<file path="src/hdl/tlag_pkg.sv">
// ----------------------------------------------------------------------------
// tlag_pkg
// shared codes, controller states and the command and status structs
// ----------------------------------------------------------------------------
package tlag_pkg;

    localparam int AXIS_IDX_W = 3;
    localparam int BIT_IDX_W  = 6;
    localparam int CFG_IDX_W  = 3;
    localparam int CFG_DATA_W = 64;

    localparam logic [1:0] MODE_RESHAPE   = 2'd0;
    localparam logic [1:0] MODE_TRANSPOSE = 2'd1;
    localparam logic [1:0] MODE_SLICE     = 2'd2;

    localparam logic [CFG_IDX_W-1:0] CFG_LAYOUT_MODE      = 3'd0;
    localparam logic [CFG_IDX_W-1:0] CFG_SOURCE_RANK      = 3'd1;
    localparam logic [CFG_IDX_W-1:0] CFG_TARGET_RANK      = 3'd2;
    localparam logic [CFG_IDX_W-1:0] CFG_SOURCE_EXTENTS   = 3'd3;
    localparam logic [CFG_IDX_W-1:0] CFG_TARGET_EXTENTS   = 3'd4;
    localparam logic [CFG_IDX_W-1:0] CFG_AXIS_PERMUTATION = 3'd5;
    localparam logic [CFG_IDX_W-1:0] CFG_SLICE_STARTS     = 3'd6;
    localparam logic [CFG_IDX_W-1:0] CFG_SLICE_STEPS      = 3'd7;

    typedef enum logic [2:0] {
        S_IDLE,
        S_MUL,
        S_DIV,
        S_SLICE,
        S_DONE
    } t_state;

    typedef enum logic [2:0] {
        OP_NONE,
        OP_START,
        OP_MUL,
        OP_DIV,
        OP_SLICE,
        OP_FINISH
    } t_op;

    typedef struct packed {
        t_op                   op;
        logic [AXIS_IDX_W-1:0] axis;
        logic [BIT_IDX_W-1:0]  bitn;
    } t_cmd;

    typedef struct packed {
        logic [1:0]            mode;
        logic [AXIS_IDX_W-1:0] tr_last;
        logic [AXIS_IDX_W-1:0] sr_last;
        logic                  ext_zero;
        logic                  out_free;
    } t_status;

endpackage

</file>
<file path="src/hdl/tensor_layout_address_generator_core.sv">
// ----------------------------------------------------------------------------
// tensor_layout_address_generator_core
// walks target coordinates and gives source coordinates per item
// ----------------------------------------------------------------------------
// transpose and unused mode go straight to the result; slice walks each source
// axis bit-serially; reshape runs the serial shift-add flatten, then the
// restoring divider per source axis, skipping an axis with a zero extent
// one item in flight; the next item is taken once the result is registered
// reset (synchronous, active low) restores config defaults, zeroes the walk
// coordinate and empties the output register
// ----------------------------------------------------------------------------
module tensor_layout_address_generator_core #(
    parameter int MAX_RANK  = 4,
    parameter int AXIS_BITS = 16
) (
    input  logic                            i_clk,
    input  logic                            i_rst_n,
    input  logic                            i_cfg_we,
    input  logic [tlag_pkg::CFG_IDX_W-1:0]  i_cfg_index,
    input  logic [tlag_pkg::CFG_DATA_W-1:0] i_cfg_data,
    input  logic                            i_valid,
    output logic                            o_ready,
    input  logic                            i_restart,
    output logic                            o_valid,
    input  logic                            i_ready,
    output logic [63:0]                     o_source_position,
    output logic                            o_final_element,
    output logic                            o_slice_invalid
);

    tlag_pkg::t_cmd    w_cmd;
    tlag_pkg::t_status w_status;

    tlag_ctrl #(
        .AXIS_BITS (AXIS_BITS)
    ) u_ctrl (
        .i_clk    (i_clk),
        .i_rst_n  (i_rst_n),
        .i_valid  (i_valid),
        .o_ready  (o_ready),
        .i_status (w_status),
        .o_cmd    (w_cmd)
    );

    tlag_datapath #(
        .MAX_RANK  (MAX_RANK),
        .AXIS_BITS (AXIS_BITS)
    ) u_datapath (
        .i_clk             (i_clk),
        .i_rst_n           (i_rst_n),
        .i_cfg_we          (i_cfg_we),
        .i_cfg_index       (i_cfg_index),
        .i_cfg_data        (i_cfg_data),
        .i_restart         (i_restart),
        .i_cmd             (w_cmd),
        .o_status          (w_status),
        .i_ready           (i_ready),
        .o_valid           (o_valid),
        .o_source_position (o_source_position),
        .o_final_element   (o_final_element),
        .o_slice_invalid   (o_slice_invalid)
    );

endmodule

</file>
<file path="src/hdl/tlag_ctrl.sv">
// ----------------------------------------------------------------------------
// tlag_ctrl
// sequencer: walks axes and bit positions and issues datapath commands
// ----------------------------------------------------------------------------
module tlag_ctrl #(
    parameter int AXIS_BITS = 16
) (
    input  logic              i_clk,
    input  logic              i_rst_n,
    input  logic              i_valid,
    output logic              o_ready,
    input  tlag_pkg::t_status i_status,
    output tlag_pkg::t_cmd    o_cmd
);

    localparam logic [tlag_pkg::BIT_IDX_W-1:0] BIT_TOP = tlag_pkg::BIT_IDX_W'(AXIS_BITS - 1);
    localparam logic [tlag_pkg::BIT_IDX_W-1:0] DIV_TOP = tlag_pkg::BIT_IDX_W'(63);

    tlag_pkg::t_state                r_state, n_state;
    logic [tlag_pkg::AXIS_IDX_W-1:0] r_axis, n_axis;
    logic [tlag_pkg::BIT_IDX_W-1:0]  r_bit, n_bit;
    logic                            w_accept;

    assign o_ready  = (r_state == tlag_pkg::S_IDLE);
    assign w_accept = i_valid && o_ready;

    always_comb begin
        n_state = r_state;
        n_axis  = r_axis;
        n_bit   = r_bit;
        case (r_state)
            tlag_pkg::S_IDLE: begin
                if (i_valid) begin
                    n_axis = '0;
                    n_bit  = BIT_TOP;
                    case (i_status.mode)
                        tlag_pkg::MODE_RESHAPE: n_state = tlag_pkg::S_MUL;
                        tlag_pkg::MODE_SLICE:   n_state = tlag_pkg::S_SLICE;
                        default:                n_state = tlag_pkg::S_DONE;
                    endcase
                end
            end
            tlag_pkg::S_MUL: begin
                if (r_bit != '0) begin
                    n_bit = r_bit - 1'b1;
                end else if (r_axis == i_status.tr_last) begin
                    // flat index ready, split it from the last source axis down
                    n_state = tlag_pkg::S_DIV;
                    n_axis  = i_status.sr_last;
                    n_bit   = DIV_TOP;
                end else begin
                    n_axis = r_axis + 1'b1;
                    n_bit  = BIT_TOP;
                end
            end
            tlag_pkg::S_DIV: begin
                if (i_status.ext_zero || r_bit == '0) begin
                    if (r_axis == '0) begin
                        n_state = tlag_pkg::S_DONE;
                    end else begin
                        n_axis = r_axis - 1'b1;
                        n_bit  = DIV_TOP;
                    end
                end else begin
                    n_bit = r_bit - 1'b1;
                end
            end
            tlag_pkg::S_SLICE: begin
                if (r_bit != '0) begin
                    n_bit = r_bit - 1'b1;
                end else if (r_axis == i_status.sr_last) begin
                    n_state = tlag_pkg::S_DONE;
                end else begin
                    n_axis = r_axis + 1'b1;
                    n_bit  = BIT_TOP;
                end
            end
            tlag_pkg::S_DONE: begin
                if (i_status.out_free) begin
                    n_state = tlag_pkg::S_IDLE;
                end
            end
            default: n_state = tlag_pkg::S_IDLE;
        endcase
    end

    always_comb begin
        o_cmd.axis = r_axis;
        o_cmd.bitn = r_bit;
        case (r_state)
            tlag_pkg::S_IDLE:  o_cmd.op = i_valid ? tlag_pkg::OP_START : tlag_pkg::OP_NONE;
            tlag_pkg::S_MUL:   o_cmd.op = tlag_pkg::OP_MUL;
            tlag_pkg::S_DIV:   o_cmd.op = tlag_pkg::OP_DIV;
            tlag_pkg::S_SLICE: o_cmd.op = tlag_pkg::OP_SLICE;
            tlag_pkg::S_DONE:  o_cmd.op = i_status.out_free ? tlag_pkg::OP_FINISH
                                                            : tlag_pkg::OP_NONE;
            default:           o_cmd.op = tlag_pkg::OP_NONE;
        endcase
    end

    always_ff @(posedge i_clk) begin
        if (!i_rst_n) begin
            r_state <= tlag_pkg::S_IDLE;
            r_axis  <= '0;
            r_bit   <= '0;
        end else begin
            r_state <= n_state;
            r_axis  <= n_axis;
            r_bit   <= n_bit;
        end
    end

`ifndef SYNTHESIS
    a_accept_leaves_idle: assert property (@(posedge i_clk) disable iff (!i_rst_n)
        w_accept |=> r_state != tlag_pkg::S_IDLE)
        else $error("accepted item did not start work");
    a_done_holds: assert property (@(posedge i_clk) disable iff (!i_rst_n)
        (r_state == tlag_pkg::S_DONE && !i_status.out_free) |=> r_state == tlag_pkg::S_DONE)
        else $error("result dropped while output busy");
    a_bit_range: assert property (@(posedge i_clk) disable iff (!i_rst_n)
        (r_state == tlag_pkg::S_MUL || r_state == tlag_pkg::S_SLICE) |-> r_bit <= BIT_TOP)
        else $error("bit counter beyond axis width");
`endif

endmodule

</file>
<file path="src/hdl/tlag_datapath.sv">
// ----------------------------------------------------------------------------
// tlag_datapath
// config registers, walk coordinate, serial multiply and divide, output item
// ----------------------------------------------------------------------------
module tlag_datapath #(
    parameter int MAX_RANK  = 4,
    parameter int AXIS_BITS = 16
) (
    input  logic                            i_clk,
    input  logic                            i_rst_n,
    input  logic                            i_cfg_we,
    input  logic [tlag_pkg::CFG_IDX_W-1:0]  i_cfg_index,
    input  logic [tlag_pkg::CFG_DATA_W-1:0] i_cfg_data,
    input  logic                            i_restart,
    input  tlag_pkg::t_cmd                  i_cmd,
    output tlag_pkg::t_status               o_status,
    input  logic                            i_ready,
    output logic                            o_valid,
    output logic [63:0]                     o_source_position,
    output logic                            o_final_element,
    output logic                            o_slice_invalid
);

    localparam int AB  = AXIS_BITS;
    localparam int AXW = (MAX_RANK > 1) ? $clog2(MAX_RANK) : 1;
    localparam int BW  = $clog2(AB);
    localparam int PW  = MAX_RANK * AB + 64;
    localparam logic [tlag_pkg::AXIS_IDX_W-1:0] LAST_AX = tlag_pkg::AXIS_IDX_W'(MAX_RANK - 1);

    logic [1:0]  r_mode;
    logic [2:0]  r_srank, r_trank;
    logic [63:0] r_sext, r_text, r_starts, r_steps;
    logic [7:0]  r_perm;

    logic [AB-1:0]   r_tpos [MAX_RANK];
    logic [AB-1:0]   n_tpos [MAX_RANK];
    logic [AB-1:0]   r_src  [MAX_RANK];
    logic [AB-1:0]   n_src  [MAX_RANK];
    logic [63:0]     r_flat, n_flat, r_acc, n_acc;
    logic [AB-1:0]   r_rem, n_rem;
    logic [2*AB-1:0] r_prod, n_prod;
    logic            r_invalid, n_invalid;
    logic            r_ovalid, n_ovalid;
    logic [63:0]     r_opos, n_opos;
    logic            r_ofinal, n_ofinal, r_oinv, n_oinv;

    logic [AB-1:0] sext_f [MAX_RANK];
    logic [AB-1:0] text_f [MAX_RANK];
    logic [AB-1:0] start_f [MAX_RANK];
    logic [AB-1:0] step_f [MAX_RANK];

    // packed fields that start at or beyond bit 64 read as zero
    for (genvar k = 0; k < MAX_RANK; k++) begin : g_unpack
        localparam int SH = k * AB;
        if (SH < 64) begin : g_in
            logic [63+AB:0] w_s, w_t, w_a, w_p;
            assign w_s = {{AB{1'b0}}, r_sext};
            assign w_t = {{AB{1'b0}}, r_text};
            assign w_a = {{AB{1'b0}}, r_starts};
            assign w_p = {{AB{1'b0}}, r_steps};
            assign sext_f[k]  = w_s[SH +: AB];
            assign text_f[k]  = w_t[SH +: AB];
            assign start_f[k] = w_a[SH +: AB];
            assign step_f[k]  = w_p[SH +: AB];
        end else begin : g_out
            assign sext_f[k]  = '0;
            assign text_f[k]  = '0;
            assign start_f[k] = '0;
            assign step_f[k]  = '0;
        end
    end

    logic [tlag_pkg::AXIS_IDX_W-1:0] tr_last, sr_last;

    always_comb begin
        if (r_trank == '0) tr_last = '0;
        else if (32'(r_trank) > MAX_RANK) tr_last = LAST_AX;
        else tr_last = r_trank - 1'b1;
        if (r_srank == '0) sr_last = '0;
        else if (32'(r_srank) > MAX_RANK) sr_last = LAST_AX;
        else sr_last = r_srank - 1'b1;
    end

    logic [AXW-1:0] ax;
    logic [BW-1:0]  bi;
    logic           last_bit;
    logic [AB-1:0]  e_s, e_t, st, sp, tp;

    assign ax       = i_cmd.axis[AXW-1:0];
    assign bi       = i_cmd.bitn[BW-1:0];
    assign last_bit = (i_cmd.bitn == '0);
    assign e_s      = sext_f[ax];
    assign e_t      = text_f[ax];
    assign st       = start_f[ax];
    assign sp       = step_f[ax];
    assign tp       = r_tpos[ax];

    assign o_status.mode     = r_mode;
    assign o_status.tr_last  = tr_last;
    assign o_status.sr_last  = sr_last;
    assign o_status.ext_zero = (e_s == '0);
    assign o_status.out_free = !r_ovalid || i_ready;

    // flatten step: acc = 2*acc + (extent bit ? flat : 0)
    logic [63:0] mul_acc;
    assign mul_acc = {r_acc[62:0], 1'b0} + (e_t[i_cmd.bitn[BW-1:0]] ? r_flat : 64'd0);

    // restoring division step, flat shifts out msb first and takes quotient bits
    logic [AB:0] div_sh, div_rem;
    logic        div_ge;
    assign div_sh  = {r_rem, r_flat[63]};
    assign div_ge  = div_sh >= {1'b0, e_s};
    assign div_rem = div_ge ? div_sh - {1'b0, e_s} : div_sh;

    // slice: coordinate times step, and last offset times step magnitude
    logic [AB-1:0]   sl_v, sl_mag, sl_coord, sl_n, sl_acc, sl_lim;
    logic            sl_neg, sl_bad;
    logic [2*AB-1:0] sl_prod;

    always_comb begin
        sl_v     = (e_t <= AB'(1)) ? '0 : sp;
        sl_neg   = sl_v[AB-1];
        sl_mag   = sl_neg ? (~sl_v + 1'b1) : sl_v;
        sl_coord = (i_cmd.axis <= tr_last) ? tp : '0;
        sl_n     = e_t - 1'b1;
        sl_acc   = {r_acc[AB-2:0], 1'b0} + (sl_v[bi] ? sl_coord : '0);
        sl_prod  = {r_prod[2*AB-2:0], 1'b0} + (sl_mag[bi] ? {{AB{1'b0}}, sl_n} : '0);
        sl_lim   = sl_neg ? st : (e_s - 1'b1 - st);
        sl_bad   = (st >= e_s) ||
                   ((e_t > AB'(1)) && ((sl_mag == '0) || (sl_prod > {{AB{1'b0}}, sl_lim})));
    end

    // transpose scatter, later target axes win on a repeated source axis
    logic [15:0]   perm_w;
    logic [AB-1:0] trans [MAX_RANK];
    assign perm_w = {8'd0, r_perm};

    always_comb begin
        for (int k = 0; k < MAX_RANK; k++) begin
            trans[k] = '0;
            for (int j = 0; j < MAX_RANK; j++) begin
                if ((tlag_pkg::AXIS_IDX_W'(j) <= tr_last) &&
                    ({1'b0, perm_w[2*j +: 2]} == tlag_pkg::AXIS_IDX_W'(k)) &&
                    (tlag_pkg::AXIS_IDX_W'(k) <= sr_last)) begin
                    trans[k] = r_tpos[j];
                end
            end
        end
    end

    // odometer advance, last axis fastest
    logic [AB-1:0] walk [MAX_RANK];
    logic          walk_carry;

    always_comb begin
        logic [AB:0] inc;
        walk_carry = 1'b1;
        for (int j = MAX_RANK - 1; j >= 0; j--) begin
            walk[j] = r_tpos[j];
            inc     = {1'b0, r_tpos[j]} + 1'b1;
            if ((tlag_pkg::AXIS_IDX_W'(j) <= tr_last) && walk_carry) begin
                if (inc < {1'b0, text_f[j]}) begin
                    walk[j]    = inc[AB-1:0];
                    walk_carry = 1'b0;
                end else begin
                    walk[j] = '0;
                end
            end
        end
    end

    logic [PW-1:0] pk;

    always_comb begin
        pk = '0;
        for (int k = 0; k < MAX_RANK; k++) begin
            case (r_mode)
                tlag_pkg::MODE_RESHAPE, tlag_pkg::MODE_SLICE: pk[k*AB +: AB] = r_src[k];
                tlag_pkg::MODE_TRANSPOSE:                     pk[k*AB +: AB] = trans[k];
                default:                                      pk[k*AB +: AB] = '0;
            endcase
        end
    end

    always_comb begin
        n_tpos    = r_tpos;
        n_src     = r_src;
        n_flat    = r_flat;
        n_acc     = r_acc;
        n_rem     = r_rem;
        n_prod    = r_prod;
        n_invalid = r_invalid;
        n_opos    = r_opos;
        n_ofinal  = r_ofinal;
        n_oinv    = r_oinv;
        n_ovalid  = (r_ovalid && i_ready) ? 1'b0 : r_ovalid;
        case (i_cmd.op)
            tlag_pkg::OP_START: begin
                if (i_restart) begin
                    for (int j = 0; j < MAX_RANK; j++) n_tpos[j] = '0;
                end
                for (int j = 0; j < MAX_RANK; j++) n_src[j] = '0;
                n_flat    = '0;
                n_acc     = '0;
                n_rem     = '0;
                n_prod    = '0;
                n_invalid = 1'b0;
            end
            tlag_pkg::OP_MUL: begin
                n_acc = mul_acc;
                if (last_bit) begin
                    n_flat = mul_acc + 64'(tp);
                    n_acc  = '0;
                end
            end
            tlag_pkg::OP_DIV: begin
                // a zero extent leaves the axis at zero and the flat index whole
                if (e_s != '0) begin
                    n_rem  = div_rem[AB-1:0];
                    n_flat = {r_flat[62:0], div_ge};
                    if (last_bit) begin
                        n_src[ax] = div_rem[AB-1:0];
                        n_rem     = '0;
                    end
                end
            end
            tlag_pkg::OP_SLICE: begin
                n_acc  = 64'(sl_acc);
                n_prod = sl_prod;
                if (last_bit) begin
                    n_src[ax] = st + sl_acc;
                    n_invalid = r_invalid || sl_bad;
                    n_acc     = '0;
                    n_prod    = '0;
                end
            end
            tlag_pkg::OP_FINISH: begin
                n_tpos   = walk;
                n_opos   = pk[63:0];
                n_ofinal = walk_carry;
                n_oinv   = (r_mode == tlag_pkg::MODE_SLICE) && r_invalid;
                n_ovalid = 1'b1;
            end
            default: ;
        endcase
    end

    always_ff @(posedge i_clk) begin
        if (!i_rst_n) begin
            r_mode   <= tlag_pkg::MODE_RESHAPE;
            r_srank  <= 3'd1;
            r_trank  <= 3'd1;
            r_sext   <= '0;
            r_text   <= '0;
            r_perm   <= '0;
            r_starts <= '0;
            r_steps  <= '0;
            r_ovalid <= 1'b0;
            for (int j = 0; j < MAX_RANK; j++) r_tpos[j] <= '0;
        end else begin
            r_ovalid <= n_ovalid;
            r_tpos   <= n_tpos;
            if (i_cfg_we) begin
                case (i_cfg_index)
                    tlag_pkg::CFG_LAYOUT_MODE:      r_mode   <= i_cfg_data[1:0];
                    tlag_pkg::CFG_SOURCE_RANK:      r_srank  <= i_cfg_data[2:0];
                    tlag_pkg::CFG_TARGET_RANK:      r_trank  <= i_cfg_data[2:0];
                    tlag_pkg::CFG_SOURCE_EXTENTS:   r_sext   <= i_cfg_data;
                    tlag_pkg::CFG_TARGET_EXTENTS:   r_text   <= i_cfg_data;
                    tlag_pkg::CFG_AXIS_PERMUTATION: r_perm   <= i_cfg_data[7:0];
                    tlag_pkg::CFG_SLICE_STARTS:     r_starts <= i_cfg_data;
                    tlag_pkg::CFG_SLICE_STEPS:      r_steps  <= i_cfg_data;
                    default: ;
                endcase
            end
        end
    end

    always_ff @(posedge i_clk) begin
        r_src     <= n_src;
        r_flat    <= n_flat;
        r_acc     <= n_acc;
        r_rem     <= n_rem;
        r_prod    <= n_prod;
        r_invalid <= n_invalid;
        r_opos    <= n_opos;
        r_ofinal  <= n_ofinal;
        r_oinv    <= n_oinv;
    end

    assign o_valid           = r_ovalid;
    assign o_source_position = r_opos;
    assign o_final_element   = r_ofinal;
    assign o_slice_invalid   = r_oinv;

endmodule

</file>
<file path="config.mk">
export PLATFORM = sky130hd
export DESIGN_NAME = tensor_layout_address_generator_core
export DESIGN_NICKNAME = d
export VERILOG_FILES = /design/src/hdl/tlag_pkg.sv /design/src/hdl/tensor_layout_address_generator_core.sv /design/src/hdl/tlag_ctrl.sv /design/src/hdl/tlag_datapath.sv
export SDC_FILE = /design/constraint.sdc
export NUM_CORES = 2
export LEC_CHECK = 0
export ABC_AREA = 0
export BUFFER_PORTS_ARGS = -buffer_cell sky130_fd_sc_hd__buf_2
export CORE_MARGIN = 8
export CORE_UTILIZATION = 25
export CTS_CLUSTER_DIAMETER = 80
export DETAILED_ROUTE_END_ITERATION = 16
export GPL_TIMING_DRIVEN = 0
export PLACE_DENSITY = 0.49
export SETUP_SLACK_MARGIN = 0.05
export SLEW_MARGIN = 20
export SYNTH_ARGS = -nofsm -noshare
export SYNTH_HDL_FRONTEND = slang
export SYNTH_HIERARCHICAL = 1
export SYNTH_SLANG_ARGS = --single-unit
</file>
<file path="constraint.sdc">
create_clock -name i_clk -period 10.4 [get_ports i_clk]
set_clock_uncertainty 0.2 [all_clocks]
set_input_delay 0.52 -clock i_clk [delete_from_list [all_inputs] [get_ports i_clk]]
set_output_delay 0.52 -clock i_clk [all_outputs]
set_load 0.01 [all_outputs]
</file>
==> tab_implementation.tex <==
\begin{tabular}{lr}
\hline
Metric & Value \\
\hline
\multicolumn{2}{l}{\textbf{Yosys}} \\
\quad Share of the synthesized area in the top cell type & between 20\% and 30\% \\
\quad Total of flip-flops plus latches after synthesis & roughly 650 \\
\quad Unique cell type count in the Yosys netlist & $\sim$120 \\
\quad Most used DFF post-synth & dfxtp\_1 \\
\quad Mapped Nets & approximately 5700 \\
\quad Number of flops mapped to enable cells by yosys & slightly above 300 \\
\quad Post-Syn Instances & 5318 \\
\quad Synthesized area & 0.04535 mm2 \\
\quad Total number of yosys warnings & 6 \\
\quad Syn avg cell area & between 8 and 9 um2 \\
\quad Biggest area contributors in the synthesized netlist & edfxtp\_1, dfxtp\_1, nand2\_1, ha\_1, a21boi\_0 \\
\quad Biggest area consumer among synthesized cells & edfxtp\_1 \\
\quad Fraction of registers with async set or reset after synthesis & 0\% \\
\quad Sequential element share of the synthesized area & a little over a third \\
\multicolumn{2}{l}{\textbf{Global routing}} \\
\quad Aggregate global routing overflow & 0 \\
\quad Pin count of the biggest net entering global routing & 59 \\
\quad Met2 usage & about a third \\
\quad Wire length of the first global-routing pass & roughly 280000 um \\
\quad Initial antenna violation count & 7 \\
\quad GRT Util Overall & a little under a fifth \\
\quad GRT met1 Usage & 23.74\% \\
\quad M3 GR Usage & just under 3\% \\
\quad Via count of the first global-routing pass & 40440 \\
\quad Most Used Layer, Global Route & met2 \\
\multicolumn{2}{l}{\textbf{Clock network}} \\
\quad Clock transition at the register clock pins on the worst setup and hold paths after CTS & approximately 0.06 ns \\
\quad Total CTS buffers & 75 \\
\quad H-tree depth reported by CTS & 3 \\
\quad Root Buffer & clkbuf\_16 \\
\quad Clock latency on the worst-skew pair & about 0.70 ns \\
\quad Bufs on Longest Clock Path & 3 \\
\quad CTS tree & built \\
\quad Sinks on the clock net & between 600 and 700 \\
\multicolumn{2}{l}{\textbf{Power and ir drop}} \\
\quad Worst VDD drop & 0.1487 mV \\
\quad Power density relative to cell area & around 230 mW/mm2 \\
\quad Leakage power & 19.19 nW \\
\multicolumn{2}{l}{\textbf{STA}} \\
\quad Post-Route Hold Slack & 0.04924 ns \\
\quad Total of endpoints with negative setup slack in the final report & 0 \\
\quad Post-route clock period utilization & 94.73\% \\
\quad Post-layout min period & between 9 and 10 ns \\
\quad Number of pins exceeding their max-slew limit in the final report & 0 \\
\quad Actual transition at the worst max-transition pin & 1.133 ns \\
\quad Total Negative Setup Slacks & 0 ns \\
\quad Number of hold violations in the final report & 0 \\
\quad Maximum clock frequency & around 100 MHz \\
\quad Max transition margin & between 20\% and 30\% \\
\quad Smallest setup slack after layout & roughly 0.55 ns \\
\quad Unrepaired setup endpoints after global routing & no \\
\multicolumn{2}{l}{\textbf{Place}} \\
\quad Port-buffer cells & $\sim$140 \\
\quad Pre-CTS worst setup slack & -0.9989 ns \\
\quad Placed Area & approximately 0.05 mm2 \\
\quad DP HPWL & 154000 um \\
\quad Final GP Congestion & slightly below 1 \\
\multicolumn{2}{l}{\textbf{Critical path}} \\
\quad Most frequent CP cell & a21o\_1 \\
\quad Count of buffering cells on the critical path with inverters included & 6 \\
\quad Cell at the slowest stage of the critical path & mux4\_2 \\
\quad Internal reg-to-reg setup slack & $\sim$0.55 ns \\
\quad Startpoint type of the worst setup path & flop \\
\quad Startpoint-to-endpoint class of the critical path & reg2reg \\
\quad Crit path capture type & flop \\
\quad Max stage delay on crit path & 0.46 ns \\
\quad Setup crit start & u\_ctrl/r\_axis[1]\$\_SDFFE\_PN0P\_ \\
\quad Cell family contributing the most delay on the critical path & compound AO/OA/AOI/OAI gates \\
\quad Worst r2r src & u\_ctrl/r\_axis[1]\$\_SDFFE\_PN0P\_ \\
\quad Maximum fanout along the worst path & 10 \\
\quad Data arrival time of the worst path & roughly 10 ns \\
\quad Required time of the critical path & between 10 and 15 ns \\
\multicolumn{2}{l}{\textbf{Routing}} \\
\quad Drt wl/cell & 24.69 um \\
\quad 1st-iter DRT viols & around 4200 \\
\quad Total routed wirelength & 198100 um \\
\quad Via-to-Cell Ratio & between 5 and 6 \\
\quad Pre-antenna DRT Iters & 6 \\
\quad Antenna viol nets, final & 0 \\
\quad Total number of vias & between 40000 and 50000 \\
\quad Drt drc & 0 \\
\multicolumn{2}{l}{\textbf{Layout}} \\
\quad Layout-stage area growth over the synthesis result & 15.90\% \\
\quad NumNets Final & approximately 6000 \\
\quad Most common cell after layout, fill and taps aside & nand2\_1 \\
\quad Share of cells above drive strength 1 & under 10\% \\
\quad Post-route design area & approximately 0.053 mm2 \\
\quad Most frequent cells in the layout & nand2\_1, nor2\_1, dfxtp\_1 \\
\multicolumn{2}{l}{\textbf{Min path}} \\
\quad Tightest Hold Check Type & in2reg \\
\quad Min-delay src & i\_cfg\_data[32] \\
\multicolumn{2}{l}{\textbf{Floorplan}} \\
\quad Num ports & between 100 and 150 \\
\quad Initial cell density of the core & between 20\% and 30\% \\
\quad Count of standard-cell rows & between 150 and 200 \\
\quad Overall die area & 0.1953 mm2 \\
\quad Die X-Extent & 441.9 um \\
\quad Core box area & roughly 0.18 mm2 \\
\quad Die Y & about 440 um \\
\multicolumn{2}{l}{\textbf{Outcome}} \\
\quad Outcome & complete, no violations \\
\multicolumn{2}{l}{\textbf{Flow run}} \\
\quad Maximum Capacitance Violations & 0 \\
\hline
\end{tabular}
state kept, by name, indices dropped and copies added, names as in the netlist, 2 cells and up:
| signal | count |
|---|---|
| u_datapath/r_perm | 8 |
| u_datapath/r_text | 64 |
| u_datapath/r_acc | 63 |
| u_ctrl/r_bit | 6 |
| u_ctrl/r_state | 3 |
| u_datapath/r_srank | 3 |
| u_datapath/r_starts | 64 |
| u_datapath/r_steps | 64 |
| u_datapath/r_prod | 31 |
| u_datapath/r_rem | 16 |
| u_datapath/r_mode | 2 |
| u_datapath/o_source_position | 64 |
| u_datapath/r_flat | 64 |
| u_datapath/r_trank | 3 |
| u_datapath/r_sext | 64 |
| u_ctrl/r_axis | 3 |
| u_datapath/r_src | 64 |
| u_datapath/r_tpos | 64 |
timing repair:
| action | 4_1_cts | 5_1_grt |
|---|---|---|
| hold buffers | 46 | 0 |
| buffers inserted | 0 | 0 |
| endpoints found under the setup margin | 40 | 4 |
| endpoints found under the hold margin | 152 | 0 |
| gates resized for setup | 7 | 19 |
where the power goes:
group | switching [mW] | leakage [nW] | total (mW) | internal (mW)
registers | 0.344 | 5.79 | 3.90 | 3.55
clock network | 1.22 | 1.31 | 2.97 | 1.74
logic | 3.65 | 12.1 | 5.45 | 1.80
total | 5.22 | 19.2 | 12.3 | 7.10
final cells by class:
cell class / count / area (um2)
clock inverters: 34 / 531.8
inverters: 234 / 880.8
clock buffers: 102 / 2155
well taps: 2370 / 2965
multi-input cells: 4086 / 27080
flip-flops and latches: 654 / 16150
fillers: 19280 / 128000
diodes: 5 / 12.51
plain buffers: 343 / 1413
repair buffers: 194 / 1380
worst reg2reg max path: cells and delay by family (launching register included):
| family | cells | cell delay (ns) |
|---|---|---|
| AOI/OAI and AO/OA | 19 | 3.46 |
| and+or+nand+nor | 10 | 1.91 |
| adders and majority gates | 5 | 1.35 |
| buffers and inverters | 6 | 1.34 |
| muxes | 2 | 0.62 |
| DFF | 1 | 0.43 |
| xor gates and xnor gates | 2 | 0.28 |
layer usage:
layer | part of all wire (%) | up-vias
met5 | 0 | -
met4 | 6.3 | 0
met3 | 6.5 | 428
met2 | 46 | 1704
met1 | 41 | 20750
li1 | - | 19520
final timing paths:
path,to,depth (start not counted)
hold / removal,u_datapath/r_steps[32]$_SDFFE_PN0P_,3
setup reg to reg,u_datapath/r_invalid$_DFFE_PP_,44
hold reg to reg,u_datapath/r_sext[36]$_SDFFE_PN0P_,2
setup / recovery,u_datapath/r_invalid$_DFFE_PP_,44
metrics by stage:
step	total power, mW	instances	util, %
6_report	12.31	8022	29.11
5_1_grt	12.94	8020	29.11
4_1_cts	12.31	8017	29.07
3_3_place_gp	9.164	7824	27.14
2_1_floorplan	7.276	5318	-
3_5_place_dp	9.280	7836	27.32
logic make-up after synthesis:
logic type	Yosys count	share of synthesized area, %
AO/OA/AOI/OAI	1419	20.65
XOR/XNOR	266	5.211
adder cells (fa/ha/maj)	271	7.592
buffers and inverters	578	4.996
flip-flops	654	35.60
multiplexers	126	5.297
AND/OR/NAND/NOR	2004	20.65
cell usage after synthesis, types with 51 or more instances:
cell	count
a211oi_1	54
a21boi_0	295
a21oi_1	303
and2_1	116
and3_1	90
clkbuf_1	299
dfxtp_1	349
edfxtp_1	305
ha_1	264
inv_1	234
mux4_2	91
nand2_1	886
nand2b_1	51
nand3_1	138
nand4_1	51
nor2_1	377
nor2b_1	74
nor3_1	66
o21a_1	59
o21ai_0	294
o22ai_1	75
xnor2_1	139
xor2_1	124
No activity file was read; power rests on OpenSTA's default activity.
